## src/design/sfcc_pkg.sv

```systemverilog
// ----------------------------------------------------------------------------
// Sensor frame check and convert: shared definitions
// Field widths, result codes and register indexes used across the block.
// ----------------------------------------------------------------------------
package sfcc_pkg;

  localparam int BYTE_W    = 8;
  localparam int WORD_W    = 16;
  localparam int STATUS_W  = 2;
  localparam int CAUSE_W   = 3;
  localparam int ATTEMPT_W = 4;
  localparam int TEMP_W    = 12;
  localparam int HUM_W     = 7;
  localparam int CFG_IDX_W = 2;
  localparam int CFG_DATA_W = 12;

  typedef logic [BYTE_W-1:0] byte_t;
  typedef logic [WORD_W-1:0] word_t;

  typedef enum logic [STATUS_W-1:0] {
    STATUS_VALID    = 2'd0,
    STATUS_RETRY    = 2'd1,
    STATUS_FALLBACK = 2'd2
  } status_t;

  typedef enum logic [CAUSE_W-1:0] {
    CAUSE_NONE     = 3'd0,
    CAUSE_BUS      = 3'd1,
    CAUSE_TEMP_CRC = 3'd2,
    CAUSE_HUM_CRC  = 3'd3,
    CAUSE_RANGE    = 3'd4
  } cause_t;

  typedef enum logic [CFG_IDX_W-1:0] {
    CFG_MAX_ATTEMPTS = 2'd0,
    CFG_FB_TEMP      = 2'd1,
    CFG_FB_HUM       = 2'd2
  } cfg_reg_t;

endpackage

```

## src/design/sfcc_if.sv

```systemverilog
// ----------------------------------------------------------------------------
// Sensor frame check and convert: channel interfaces
// Valid/ready channels for received bytes and for decoded results.
// ----------------------------------------------------------------------------
interface sfcc_in_if;
  import sfcc_pkg::*;

  logic                valid;
  logic                ready;
  logic [BYTE_W-1:0]   byte_value;
  logic                bus_error;

  modport source (output valid, output byte_value, output bus_error, input ready);
  modport sink   (input valid, input byte_value, input bus_error, output ready);
endinterface

interface sfcc_out_if;
  import sfcc_pkg::*;

  logic                       valid;
  logic                       ready;
  logic [STATUS_W-1:0]        status;
  logic [CAUSE_W-1:0]         fail_cause;
  logic [ATTEMPT_W-1:0]       attempt_number;
  logic signed [TEMP_W-1:0]   temperature_tenths;
  logic [HUM_W-1:0]           humidity_percent;

  modport source (output valid, output status, output fail_cause, output attempt_number,
                  output temperature_tenths, output humidity_percent, input ready);
  modport sink   (input valid, input status, input fail_cause, input attempt_number,
                  input temperature_tenths, input humidity_percent, output ready);
endinterface

```

## src/design/sensor_frame_check_convert.sv

```systemverilog
// ----------------------------------------------------------------------------
// Sensor frame check and convert
// Checks six-byte humidity/temperature frames with CRC-8 and converts good
// readings; reports retries and fallback values after repeated failures.
// ----------------------------------------------------------------------------
// The block takes one transfer per clock cycle on the input channel: a frame
// byte (temperature MSB, LSB, CRC, humidity MSB, LSB, CRC) or a bus error
// event. Each transfer is first captured in an input register; when it moves
// on, a single pass of logic updates the frame state (byte position, CRC
// accumulator, raw words, attempt count) and, when the transfer closes an
// attempt, loads a result into the output register. A result therefore passes
// through the input register and then the output register, where it is
// offered on the output channel until it is taken. A new byte is accepted
// every cycle for as long as the output side keeps up. The input stalls only
// when the output register holds a result that has not been taken and the
// captured byte cannot move on. Configuration writes take effect at the edge
// on which cfg_we is high and must be made while the block is idle.
module sensor_frame_check_convert (
  input  logic                               clk,
  input  logic                               rst_n,
  sfcc_in_if.sink                            in_chan,
  sfcc_out_if.source                         out_chan,
  input  logic                               cfg_we,
  input  logic [sfcc_pkg::CFG_IDX_W-1:0]     cfg_index,
  input  logic [sfcc_pkg::CFG_DATA_W-1:0]    cfg_wdata
);
  import sfcc_pkg::*;

  localparam logic [2:0] POS_T_MSB = 3'd0;
  localparam logic [2:0] POS_T_LSB = 3'd1;
  localparam logic [2:0] POS_T_CRC = 3'd2;
  localparam logic [2:0] POS_H_MSB = 3'd3;
  localparam logic [2:0] POS_H_LSB = 3'd4;
  localparam byte_t      CRC_INIT  = 8'hFF;
  localparam byte_t      CRC_POLY  = 8'h31;
  localparam word_t      WORD_ONES = 16'hFFFF;

  // MSB-first CRC-8 over one byte, no final inversion.
  function automatic byte_t crc8_byte(input byte_t crc_in, input byte_t data);
    byte_t c;
    c = crc_in ^ data;
    for (int i = 0; i < 8; i++) begin
      c = c[7] ? ((c << 1) ^ CRC_POLY) : (c << 1);
    end
    return c;
  endfunction

  // Configuration registers.
  logic [ATTEMPT_W-1:0]     max_att_r;
  logic signed [TEMP_W-1:0] fb_temp_r;
  logic [HUM_W-1:0]         fb_hum_r;

  // Input register.
  logic  s1_valid_r;
  byte_t s1_byte_r;
  logic  s1_bus_err_r;

  // Frame state.
  logic [2:0]           pos_r,    pos_nxt;
  byte_t                crc_r,    crc_nxt;
  word_t                tword_r,  tword_nxt;
  word_t                hword_r,  hword_nxt;
  logic                 tbad_r,   tbad_nxt;
  logic [ATTEMPT_W-1:0] fails_r,  fails_nxt;

  // Output register.
  logic                     out_valid_r;
  status_t                  out_status_r, out_status_nxt;
  cause_t                   out_cause_r,  out_cause_nxt;
  logic [ATTEMPT_W-1:0]     out_att_r,    out_att_nxt;
  logic signed [TEMP_W-1:0] out_temp_r,   out_temp_nxt;
  logic [HUM_W-1:0]         out_hum_r,    out_hum_nxt;

  logic                     s1_adv;
  logic                     res_load;
  logic                     frame_end;
  logic                     fail;
  cause_t                   cause;
  logic [ATTEMPT_W-1:0]     attempt;
  logic signed [TEMP_W-1:0] conv_temp;
  logic [HUM_W-1:0]         conv_hum;

  // The captured transfer moves on whenever the output register is free or is
  // being emptied in this cycle; a new transfer can then be taken at once.
  assign s1_adv       = s1_valid_r && (!out_valid_r || out_chan.ready);
  assign in_chan.ready = !s1_valid_r || s1_adv;

  sfcc_scale u_scale (
    .temp_word   (tword_r),
    .hum_word    (hword_r),
    .temp_tenths (conv_temp),
    .hum_percent (conv_hum)
  );

  always_comb begin
    pos_nxt   = pos_r;
    crc_nxt   = crc_r;
    tword_nxt = tword_r;
    hword_nxt = hword_r;
    tbad_nxt  = tbad_r;
    fails_nxt = fails_r;
    frame_end = 1'b0;
    fail      = 1'b0;
    cause     = CAUSE_NONE;

    if (s1_bus_err_r) begin
      // A bus error closes the attempt at once and restarts the frame.
      pos_nxt  = POS_T_MSB;
      crc_nxt  = CRC_INIT;
      tbad_nxt = 1'b0;
      fail     = 1'b1;
      cause    = CAUSE_BUS;
    end else begin
      case (pos_r)
        POS_T_MSB, POS_T_LSB: begin
          tword_nxt = {tword_r[7:0], s1_byte_r};
          crc_nxt   = crc8_byte(crc_r, s1_byte_r);
          pos_nxt   = pos_r + 3'd1;
        end
        POS_T_CRC: begin
          tbad_nxt = (crc_r != s1_byte_r);
          crc_nxt  = CRC_INIT;
          pos_nxt  = POS_H_MSB;
        end
        POS_H_MSB, POS_H_LSB: begin
          hword_nxt = {hword_r[7:0], s1_byte_r};
          crc_nxt   = crc8_byte(crc_r, s1_byte_r);
          pos_nxt   = pos_r + 3'd1;
        end
        default: begin
          // Humidity CRC byte: the attempt ends here. The checks are taken
          // in priority order: temperature CRC, humidity CRC, raw range.
          frame_end = 1'b1;
          pos_nxt   = POS_T_MSB;
          crc_nxt   = CRC_INIT;
          tbad_nxt  = 1'b0;
          if (tbad_r) begin
            fail  = 1'b1;
            cause = CAUSE_TEMP_CRC;
          end else if (crc_r != s1_byte_r) begin
            fail  = 1'b1;
            cause = CAUSE_HUM_CRC;
          end else if (tword_r == '0 || tword_r == WORD_ONES ||
                       hword_r == '0 || hword_r == WORD_ONES) begin
            fail  = 1'b1;
            cause = CAUSE_RANGE;
          end
        end
      endcase
    end

    // Result selection. The attempt count wraps in four bits.
    attempt        = fails_r + 4'd1;
    out_att_nxt    = attempt;
    out_cause_nxt  = cause;
    out_status_nxt = STATUS_VALID;
    out_temp_nxt   = conv_temp;
    out_hum_nxt    = conv_hum;
    if (fail) begin
      if (attempt >= max_att_r) begin
        out_status_nxt = STATUS_FALLBACK;
        out_temp_nxt   = fb_temp_r;
        out_hum_nxt    = fb_hum_r;
        fails_nxt      = '0;
      end else begin
        out_status_nxt = STATUS_RETRY;
        out_temp_nxt   = '0;
        out_hum_nxt    = '0;
        fails_nxt      = attempt;
      end
    end else if (frame_end) begin
      fails_nxt = '0;
    end
  end

  assign res_load = s1_adv && (s1_bus_err_r || frame_end);

  // Configuration registers.
  always_ff @(posedge clk) begin
    if (!rst_n) begin
      max_att_r <= 4'd3;
      fb_temp_r <= 12'sd210;
      fb_hum_r  <= 7'd50;
    end else if (cfg_we) begin
      case (cfg_index)
        CFG_MAX_ATTEMPTS: max_att_r <= cfg_wdata[ATTEMPT_W-1:0];
        CFG_FB_TEMP:      fb_temp_r <= signed'(cfg_wdata[TEMP_W-1:0]);
        CFG_FB_HUM:       fb_hum_r  <= cfg_wdata[HUM_W-1:0];
        default: ;
      endcase
    end
  end

  // Input register.
  always_ff @(posedge clk) begin
    if (!rst_n) begin
      s1_valid_r <= 1'b0;
    end else if (in_chan.ready) begin
      s1_valid_r <= in_chan.valid;
    end
  end

  always_ff @(posedge clk) begin
    if (in_chan.ready && in_chan.valid) begin
      s1_byte_r    <= in_chan.byte_value;
      s1_bus_err_r <= in_chan.bus_error;
    end
  end

  // Frame state, updated as each captured transfer moves on.
  always_ff @(posedge clk) begin
    if (!rst_n) begin
      pos_r   <= POS_T_MSB;
      crc_r   <= CRC_INIT;
      tword_r <= '0;
      hword_r <= '0;
      tbad_r  <= 1'b0;
      fails_r <= '0;
    end else if (s1_adv) begin
      pos_r   <= pos_nxt;
      crc_r   <= crc_nxt;
      tword_r <= tword_nxt;
      hword_r <= hword_nxt;
      tbad_r  <= tbad_nxt;
      fails_r <= fails_nxt;
    end
  end

  // Output register.
  always_ff @(posedge clk) begin
    if (!rst_n) begin
      out_valid_r <= 1'b0;
    end else if (res_load) begin
      out_valid_r <= 1'b1;
    end else if (out_chan.ready) begin
      out_valid_r <= 1'b0;
    end
  end

  always_ff @(posedge clk) begin
    if (res_load) begin
      out_status_r <= out_status_nxt;
      out_cause_r  <= out_cause_nxt;
      out_att_r    <= out_att_nxt;
      out_temp_r   <= out_temp_nxt;
      out_hum_r    <= out_hum_nxt;
    end
  end

  assign out_chan.valid              = out_valid_r;
  assign out_chan.status             = out_status_r;
  assign out_chan.fail_cause         = out_cause_r;
  assign out_chan.attempt_number     = out_att_r;
  assign out_chan.temperature_tenths = out_temp_r;
  assign out_chan.humidity_percent   = out_hum_r;

  // The byte position never leaves the six positions of a frame.
  a_pos_range: assert property (@(posedge clk) disable iff (!rst_n)
    pos_r <= 3'd5)
    else $error("byte position beyond end of frame");

  // A good reading carries no cause; a failure always carries one.
  a_cause_match: assert property (@(posedge clk) disable iff (!rst_n)
    out_valid_r |-> ((out_status_r == STATUS_VALID) == (out_cause_r == CAUSE_NONE)))
    else $error("fail cause does not match result status");

  // A retry result reports zero readings.
  a_retry_zero: assert property (@(posedge clk) disable iff (!rst_n)
    (out_valid_r && out_status_r == STATUS_RETRY) |-> (out_temp_r == '0 && out_hum_r == '0))
    else $error("retry result with non-zero readings");

  // Any result other than a retry leaves the attempt count cleared.
  a_count_clear: assert property (@(posedge clk) disable iff (!rst_n)
    (res_load && out_status_nxt != STATUS_RETRY) |=> (fails_r == '0))
    else $error("attempt count not cleared after closing result");

endmodule

```

## src/design/sfcc_scale.sv

```systemverilog
// ----------------------------------------------------------------------------
// Sensor frame check and convert: raw word scaling
// Converts raw temperature and humidity words to tenths of a degree and
// whole percent with exact rounding, using constant multiplies and adds only.
// ----------------------------------------------------------------------------
module sfcc_scale (
  input  sfcc_pkg::word_t                        temp_word,
  input  sfcc_pkg::word_t                        hum_word,
  output logic signed [sfcc_pkg::TEMP_W-1:0]     temp_tenths,
  output logic        [sfcc_pkg::HUM_W-1:0]      hum_percent
);
  import sfcc_pkg::*;

  localparam logic [10:0] TEMP_SPAN   = 11'd1750;
  localparam logic [6:0]  HUM_SPAN    = 7'd100;
  localparam logic [15:0] HALF_DIV    = 16'd32767;
  localparam logic [TEMP_W-1:0] TEMP_OFFSET = 12'd450;

  // Rounded quotient by 65535 is floor((n + 32767) / 65535). With
  // m = a*65536 + b the quotient is a, plus one when a + b + 1 carries
  // out of sixteen bits.
  logic [27:0] t_sum;
  logic [11:0] t_hi;
  logic [16:0] t_carry;
  logic [10:0] t_q;
  logic [23:0] h_sum;
  logic [7:0]  h_hi;
  logic [16:0] h_carry;
  logic [6:0]  h_q;

  always_comb begin
    t_sum   = 28'(temp_word) * 28'(TEMP_SPAN) + 28'(HALF_DIV);
    t_hi    = t_sum[27:16];
    t_carry = 17'(t_hi) + 17'(t_sum[15:0]) + 17'd1;
    t_q     = 11'(t_hi + 12'(t_carry[16]));

    h_sum   = 24'(hum_word) * 24'(HUM_SPAN) + 24'(HALF_DIV);
    h_hi    = h_sum[23:16];
    h_carry = 17'(h_hi) + 17'(h_sum[15:0]) + 17'd1;
    h_q     = 7'(h_hi + 8'(h_carry[16]));

    temp_tenths = signed'({1'b0, t_q} - TEMP_OFFSET);
    hum_percent = h_q;
  end

endmodule
```

## src/flat_wrapper.sv

```systemverilog
// flat-port wrapper written by rule: the top's interface ports become plain ports
module sensor_frame_check_convert_flat import sfcc_pkg::*;
  (clk, rst_n, cfg_we, cfg_index, cfg_wdata, in_chan_valid, in_chan_byte_value, in_chan_bus_error, in_chan_ready, out_chan_valid, out_chan_status, out_chan_fail_cause, out_chan_attempt_number, out_chan_temperature_tenths, out_chan_humidity_percent, out_chan_ready);
  sfcc_in_if in_chan_i ();
  sfcc_out_if out_chan_i ();
  input  logic clk;
  input  logic rst_n;
  input  logic cfg_we;
  input  logic [sfcc_pkg::CFG_IDX_W-1:0] cfg_index;
  input  logic [sfcc_pkg::CFG_DATA_W-1:0] cfg_wdata;
  input wire logic [$bits(in_chan_i.valid)-1:0] in_chan_valid;
  input wire logic [$bits(in_chan_i.byte_value)-1:0] in_chan_byte_value;
  input wire logic [$bits(in_chan_i.bus_error)-1:0] in_chan_bus_error;
  output wire logic [$bits(in_chan_i.ready)-1:0] in_chan_ready;
  output wire logic [$bits(out_chan_i.valid)-1:0] out_chan_valid;
  output wire logic [$bits(out_chan_i.status)-1:0] out_chan_status;
  output wire logic [$bits(out_chan_i.fail_cause)-1:0] out_chan_fail_cause;
  output wire logic [$bits(out_chan_i.attempt_number)-1:0] out_chan_attempt_number;
  output wire logic [$bits(out_chan_i.temperature_tenths)-1:0] out_chan_temperature_tenths;
  output wire logic [$bits(out_chan_i.humidity_percent)-1:0] out_chan_humidity_percent;
  input wire logic [$bits(out_chan_i.ready)-1:0] out_chan_ready;
  assign in_chan_i.valid = in_chan_valid;
  assign in_chan_i.byte_value = in_chan_byte_value;
  assign in_chan_i.bus_error = in_chan_bus_error;
  assign in_chan_ready = in_chan_i.ready;
  assign out_chan_valid = out_chan_i.valid;
  assign out_chan_status = out_chan_i.status;
  assign out_chan_fail_cause = out_chan_i.fail_cause;
  assign out_chan_attempt_number = out_chan_i.attempt_number;
  assign out_chan_temperature_tenths = out_chan_i.temperature_tenths;
  assign out_chan_humidity_percent = out_chan_i.humidity_percent;
  assign out_chan_i.ready = out_chan_ready;
  sensor_frame_check_convert u_core (.clk(clk), .rst_n(rst_n), .in_chan(in_chan_i), .out_chan(out_chan_i), .cfg_we(cfg_we), .cfg_index(cfg_index), .cfg_wdata(cfg_wdata));
endmodule
```

## config.mk

```make
export PLATFORM = sky130hd
export DESIGN_NAME = sensor_frame_check_convert_flat
export DESIGN_NICKNAME = d
export VERILOG_FILES = /design/src/design/sfcc_pkg.sv /design/src/design/sfcc_if.sv /design/src/design/sensor_frame_check_convert.sv /design/src/design/sfcc_scale.sv /design/src/flat_wrapper.sv
export SDC_FILE = /design/constraint.sdc
export NUM_CORES = 1
export LEC_CHECK = 0
export ABC_AREA = 1
export BUFFER_PORTS_ARGS = -buffer_cell sky130_fd_sc_hd__buf_2
export CAP_MARGIN = 20
export CORE_MARGIN = 3
export CORE_UTILIZATION = 65
export CTS_BUF_LIST = sky130_fd_sc_hd__clkbuf_8
export DETAILED_ROUTE_END_ITERATION = 8
export GPL_ROUTABILITY_DRIVEN = 0
export PLACE_DENSITY = 0.94
export SYNTH_ARGS = -nofsm -noshare
export SYNTH_HDL_FRONTEND = slang
export SYNTH_HIERARCHICAL = 1
export SYNTH_SLANG_ARGS = --single-unit
```

## constraint.sdc

```tcl
create_clock -name clk -period 7.8 [get_ports clk]
set_input_delay 1.95 -clock clk [delete_from_list [all_inputs] [get_ports clk]]
set_output_delay 1.95 -clock clk [all_outputs]
set_load 0.05 [all_outputs]
```

==> results_tabular.tex <==
\begin{tabular}{lr}
\hline
Metric & Value \\
\hline
\multicolumn{2}{l}{\textbf{Clock tree}} \\
H-tree depth reported by CTS & 3 \\
CTS Sinks & 110 \\
Clock transition at the registers of the reported paths & 0.11 ns \\
Clock latency reported for the late side of the worst-skew pair & 0.39 ns \\
Clock root buffer & clkbuf\_8 \\
CTS buffer count & 9 \\
Number of hold buffers added after cts & 0 \\
Maximum root-to-sink buffer count & 2 \\
CTS tree & done \\
\multicolumn{2}{l}{\textbf{Worst setup path}} \\
Worst R2R End & u\_core/out\_chan.temperature\_tenths[7]\$\_DFFE\_PP\_ \\
CP Class & reg2reg \\
Cell occurring most often along the worst timing path & nand2\_1 \\
Master of the slowest instance on the critical path & fa\_1 \\
Largest fanout on the critical path & 5 \\
Data arrival time at the worst-slack endpoint & around 7.8 ns \\
Worst path max stage delay & 0.57 ns \\
Category of the worst setup path launch point & flip-flop \\
Kind of capture point of the worst setup path & flip-flop \\
Setup slack on the worst flop-to-flop path & between 0.1 and 0.15 ns \\
Worst reg2reg path startpoint & u\_core/tword\_r[1]\$\_SDFFE\_PN0P\_ \\
Required time of the critical path & just under 8 ns \\
Reg2reg path depth & 44 \\
\multicolumn{2}{l}{\textbf{Yosys}} \\
Number of storage elements in the synthesis netlist & between 100 and 150 \\
Number of enable-type register cells in the synthesized netlist & 37 \\
Proportion of netlist area held by the largest area contributor & 0.176 \\
Post-Synthesis Net Count & 2,009 \\
Area of the mapped netlist & approximately 13,000 sq um \\
Cell type contributing the most total cell area after synthesis & ha\_1 \\
Gate count of the mapped netlist & 1,738 \\
Most frequent cells after synthesis & nand2\_1, inv\_1, ha\_1, nor2\_1, nand3\_1 \\
Commonest register cell after synthesis & dfxtp\_1 \\
Distinct cell type count of the synthesized netlist & 48 \\
Most frequent cell after synthesis & nand2\_1 \\
Count of synthesis-stage warnings from yosys & 6 \\
Fraction of synthesis flops using an asynchronous set or reset pin & 0 \\
Portion of the post-synthesis area used by sequential elements & 0.205 \\
Top cells by area, synth & ha\_1, nand2\_1, dfxtp\_1, fa\_1, inv\_1 \\
Mean Syn Cell Area & 7.23 sq um \\
\multicolumn{2}{l}{\textbf{Global route}} \\
Number of global-route vias before repair & 11,800 \\
Wire length of the first global-routing pass & 52,700 microns \\
Number of antenna violations at the first check in global routing & 0 \\
Maximum number of pins on one net before global-route repair & 58 \\
Sum of overflow across all layers after global routing & 0 \\
All-layer global routing usage & 0.295 \\
\multicolumn{2}{l}{\textbf{Power and ir drop}} \\
Switching power summed over all nets & roughly 0.0011 W \\
Power consumption & approximately 0.0024 W \\
Ratio of total power to cell area & roughly 170 nW/um\^{}2 \\
Power Internal & $\sim$0.0012 W \\
Seq pwr share & 0.273 \\
Switching share of total power & 0.478 \\
Combinational share of power & 0.572 \\
Static leakage & 7.62 nW \\
Clk network pwr share & 0.155 \\
Maximum vdd ir drop & between 100 and 150 uV \\
\multicolumn{2}{l}{\textbf{Route}} \\
Initial DRC count & around 1,500 \\
DRC & 0 \\
Remaining antenna violation count & 0 \\
Vias/cell & between 5 and 6 \\
Final routed wire length divided by cell count & 16.7 microns \\
Routed vias & approximately 12,000 \\
Pre-antenna DRT Iters & 7 \\
Total wirelength of the detailed-routed design & $\sim$35,000 microns \\
\multicolumn{2}{l}{\textbf{Layout}} \\
Fill cells & $\sim$1,200 \\
Final nets & approximately 2,100 \\
Layout cells sized above 1 & 0.152 \\
Area overhead of the layout relative to synthesis & 10.8\% \\
Ant diodes & 0 \\
\multicolumn{2}{l}{\textbf{Placed design}} \\
IO Port Bufs & 57 \\
HPWL Detailed & between 20,000 and 30,000 microns \\
\multicolumn{2}{l}{\textbf{Timing}} \\
Max Slew Vio Count & 0 \\
Setup skew after layout & 0.0148 ns \\
Max-slew headroom at the worst pin & 0.384 \\
Setup tns final & 0 ns \\
Transition at the pin with the smallest max-transition slack & 0.924 ns \\
Highest clock frequency the design can meet & $\sim$130 MHz \\
Final setup violating endpoints & 0 \\
Count of endpoints failing hold in the final timing report & 0 \\
Period utilization & 0.984 \\
Post-layout min period & approximately 7.7 ns \\
\multicolumn{2}{l}{\textbf{Worst hold path}} \\
Hold Crit Start & u\_core/max\_att\_r[2]\$\_SDFFE\_PN0P\_ \\
Worst hold path stage count & 2 \\
Hold WC Path Type & reg2reg \\
Hold path endpoint & u\_core/max\_att\_r[2]\$\_SDFFE\_PN0P\_ \\
\multicolumn{2}{l}{\textbf{Floorplanning}} \\
Die W & around 150 microns \\
Die area & 21,000 sq um \\
Vert. Die Dim & $\sim$150 microns \\
Row count & 50 \\
Number of ports placed on the die boundary & between 50 and 60 \\
Core box area & 18,800 sq um \\
Starting density of the core & 0.667 \\
\multicolumn{2}{l}{\textbf{Run}} \\
Max-capacitance violation count & 0 \\
\multicolumn{2}{l}{\textbf{Run status}} \\
Result of the run & finished clean \\
\hline
\end{tabular}
[per-stage QoR]
step           std cells  cell area [sq um]   util  hold WS (ns)  setup WS, ns
6_report            2079              13900  0.739         0.480         0.122
5_1_grt             2079              13900  0.739         0.500        -0.262
4_1_cts             2063              13400  0.711         0.475        0.0608
3_5_place_dp        2047              13200  0.699         0.461        -0.153
3_3_place_gp        2047              13200  0.699         0.442        0.0956
2_1_floorplan       1738              12600      -         0.429         0.573
[power groups by stage]
stage / Sequential (W) / Combinational (W) / Clock, W
6_report: 0.000653 / 0.00137 / 0.000372
5_1_grt: 0.000656 / 0.00150 / 0.000399
4_1_cts: 0.000652 / 0.00117 / 0.000375
3_5_place_dp: 0.000664 / 0.00116 / 0
3_3_place_gp: 0.000663 / 0.00110 / 0
2_1_floorplan: 0.000694 / 0.000873 / 0
[worst max-delay path, delay by kind of cell (launching register included)]
kind                     cells  cell delay (ns)
XOR/XNOR                     1             0.14
AO/OA/AOI/OAI                2             0.30
buffers and inverters        9             0.72
adder cells (fa/ha/maj)     10             3.29
AND/OR/NAND/NOR             22             2.56
flip-flops                   1             0.41
[registers in the layout, summed over array words and instances (netlist names), 7 cells and up]
| signal | count |
|---|---|
| u_core/hword_r | 16 |
| u_core/tword_r | 16 |
| u_core/fb_temp_r | 12 |
| u_core/out_chan.temperature_tenths | 12 |
| u_core/crc_r | 8 |
| u_core/s1_byte_r | 8 |
| u_core/fb_hum_r | 7 |
| u_core/out_chan.humidity_percent | 7 |
[worst max-delay path by stage]
| stage | from | end | cells after the start |
|---|---|---|---|
| 4_1_cts | u_core/tword_r[1]$_SDFFE_PN0P_ | u_core/out_chan.temperature_tenths[7]$_DFFE_PP_ | 46 |
| 5_1_grt | u_core/tword_r[13]$_SDFFE_PN0P_ | u_core/out_chan.temperature_tenths[11]$_DFFE_PP_ | 43 |
| 3_5_place_dp | u_core/tword_r[7]$_SDFFE_PN0P_ | u_core/out_chan.temperature_tenths[7]$_DFFE_PP_ | 42 |
| 6_report | u_core/tword_r[1]$_SDFFE_PN0P_ | u_core/out_chan.temperature_tenths[7]$_DFFE_PP_ | 44 |
| 2_1_floorplan | u_core/tword_r[2]$_SDFFE_PN0P_ | u_core/out_chan.temperature_tenths[9]$_DFFE_PP_ | 47 |
| 3_3_place_gp | u_core/tword_r[7]$_SDFFE_PN0P_ | u_core/out_chan.temperature_tenths[7]$_DFFE_PP_ | 42 |
[routing by layer]
metal / vias to the layer above / wire length, microns / global-route usage
met5: - / 0 / 0
met4: 0 / 1790 / 0.120
met3: 220 / 3190 / 0.0540
met2: 803 / 16800 / 0.523
met1: 5608 / 12900 / 0.353
li1: 5640 / - / -
[cell usage in the layout, fill, tap and decap left out, types with 8 or more instances in the layout]
master | synthesis | routed
xnor2_1 | 20 | 20
nand3_2 | 7 | 11
dfxtp_1 | 73 | 63
nand2_1 | 391 | 375
nor2_4 | 9 | 10
nand2_2 | 31 | 44
buf_2 | 4 | 57
ha_2 | 0 | 9
nor3_1 | 17 | 12
fa_1 | 66 | 65
xor2_1 | 41 | 39
o21ai_0 | 70 | 67
nor2_2 | 12 | 21
ha_1 | 177 | 156
nand4_1 | 32 | 32
edfxtp_1 | 37 | 37
buf_4 | 3 | 25
inv_2 | 20 | 21
ha_4 | 0 | 12
a21oi_1 | 82 | 76
a21o_1 | 8 | 8
clkbuf_8 | 0 | 9
inv_1 | 332 | 331
nand3_1 | 91 | 87
nor2_1 | 152 | 142
[layout make-up]
type                            instances  area [sq um]  share of cell area
Multi-Input combinational cell       1256          8950               0.643
Sequential cell                       110          2600               0.187
Inverter                              354          1330              0.0955
Timing Repair Buffer                   83           493              0.0354
Tap cell                              260           325              0.0234
Clock buffer                            9           124             0.00890
Clock inverter                          7          93.8             0.00674
[timing repair]
action,CTS,global route
setup endpoints to repair,5,10
resized for setup,8,93
pin swaps,0,25
setup buffers,0,15
[cells by family after synthesis]
logic type,after synthesis,synth area share
AND/OR/NAND/NOR,761,0.272
AO/OA/AOI/OAI,190,0.0844
buffers and inverters,372,0.114
XOR/XNOR,62,0.0438
flip-flops,110,0.205
adder cells (fa/ha/maj),243,0.281
Power figures use the tool's default switching activity.
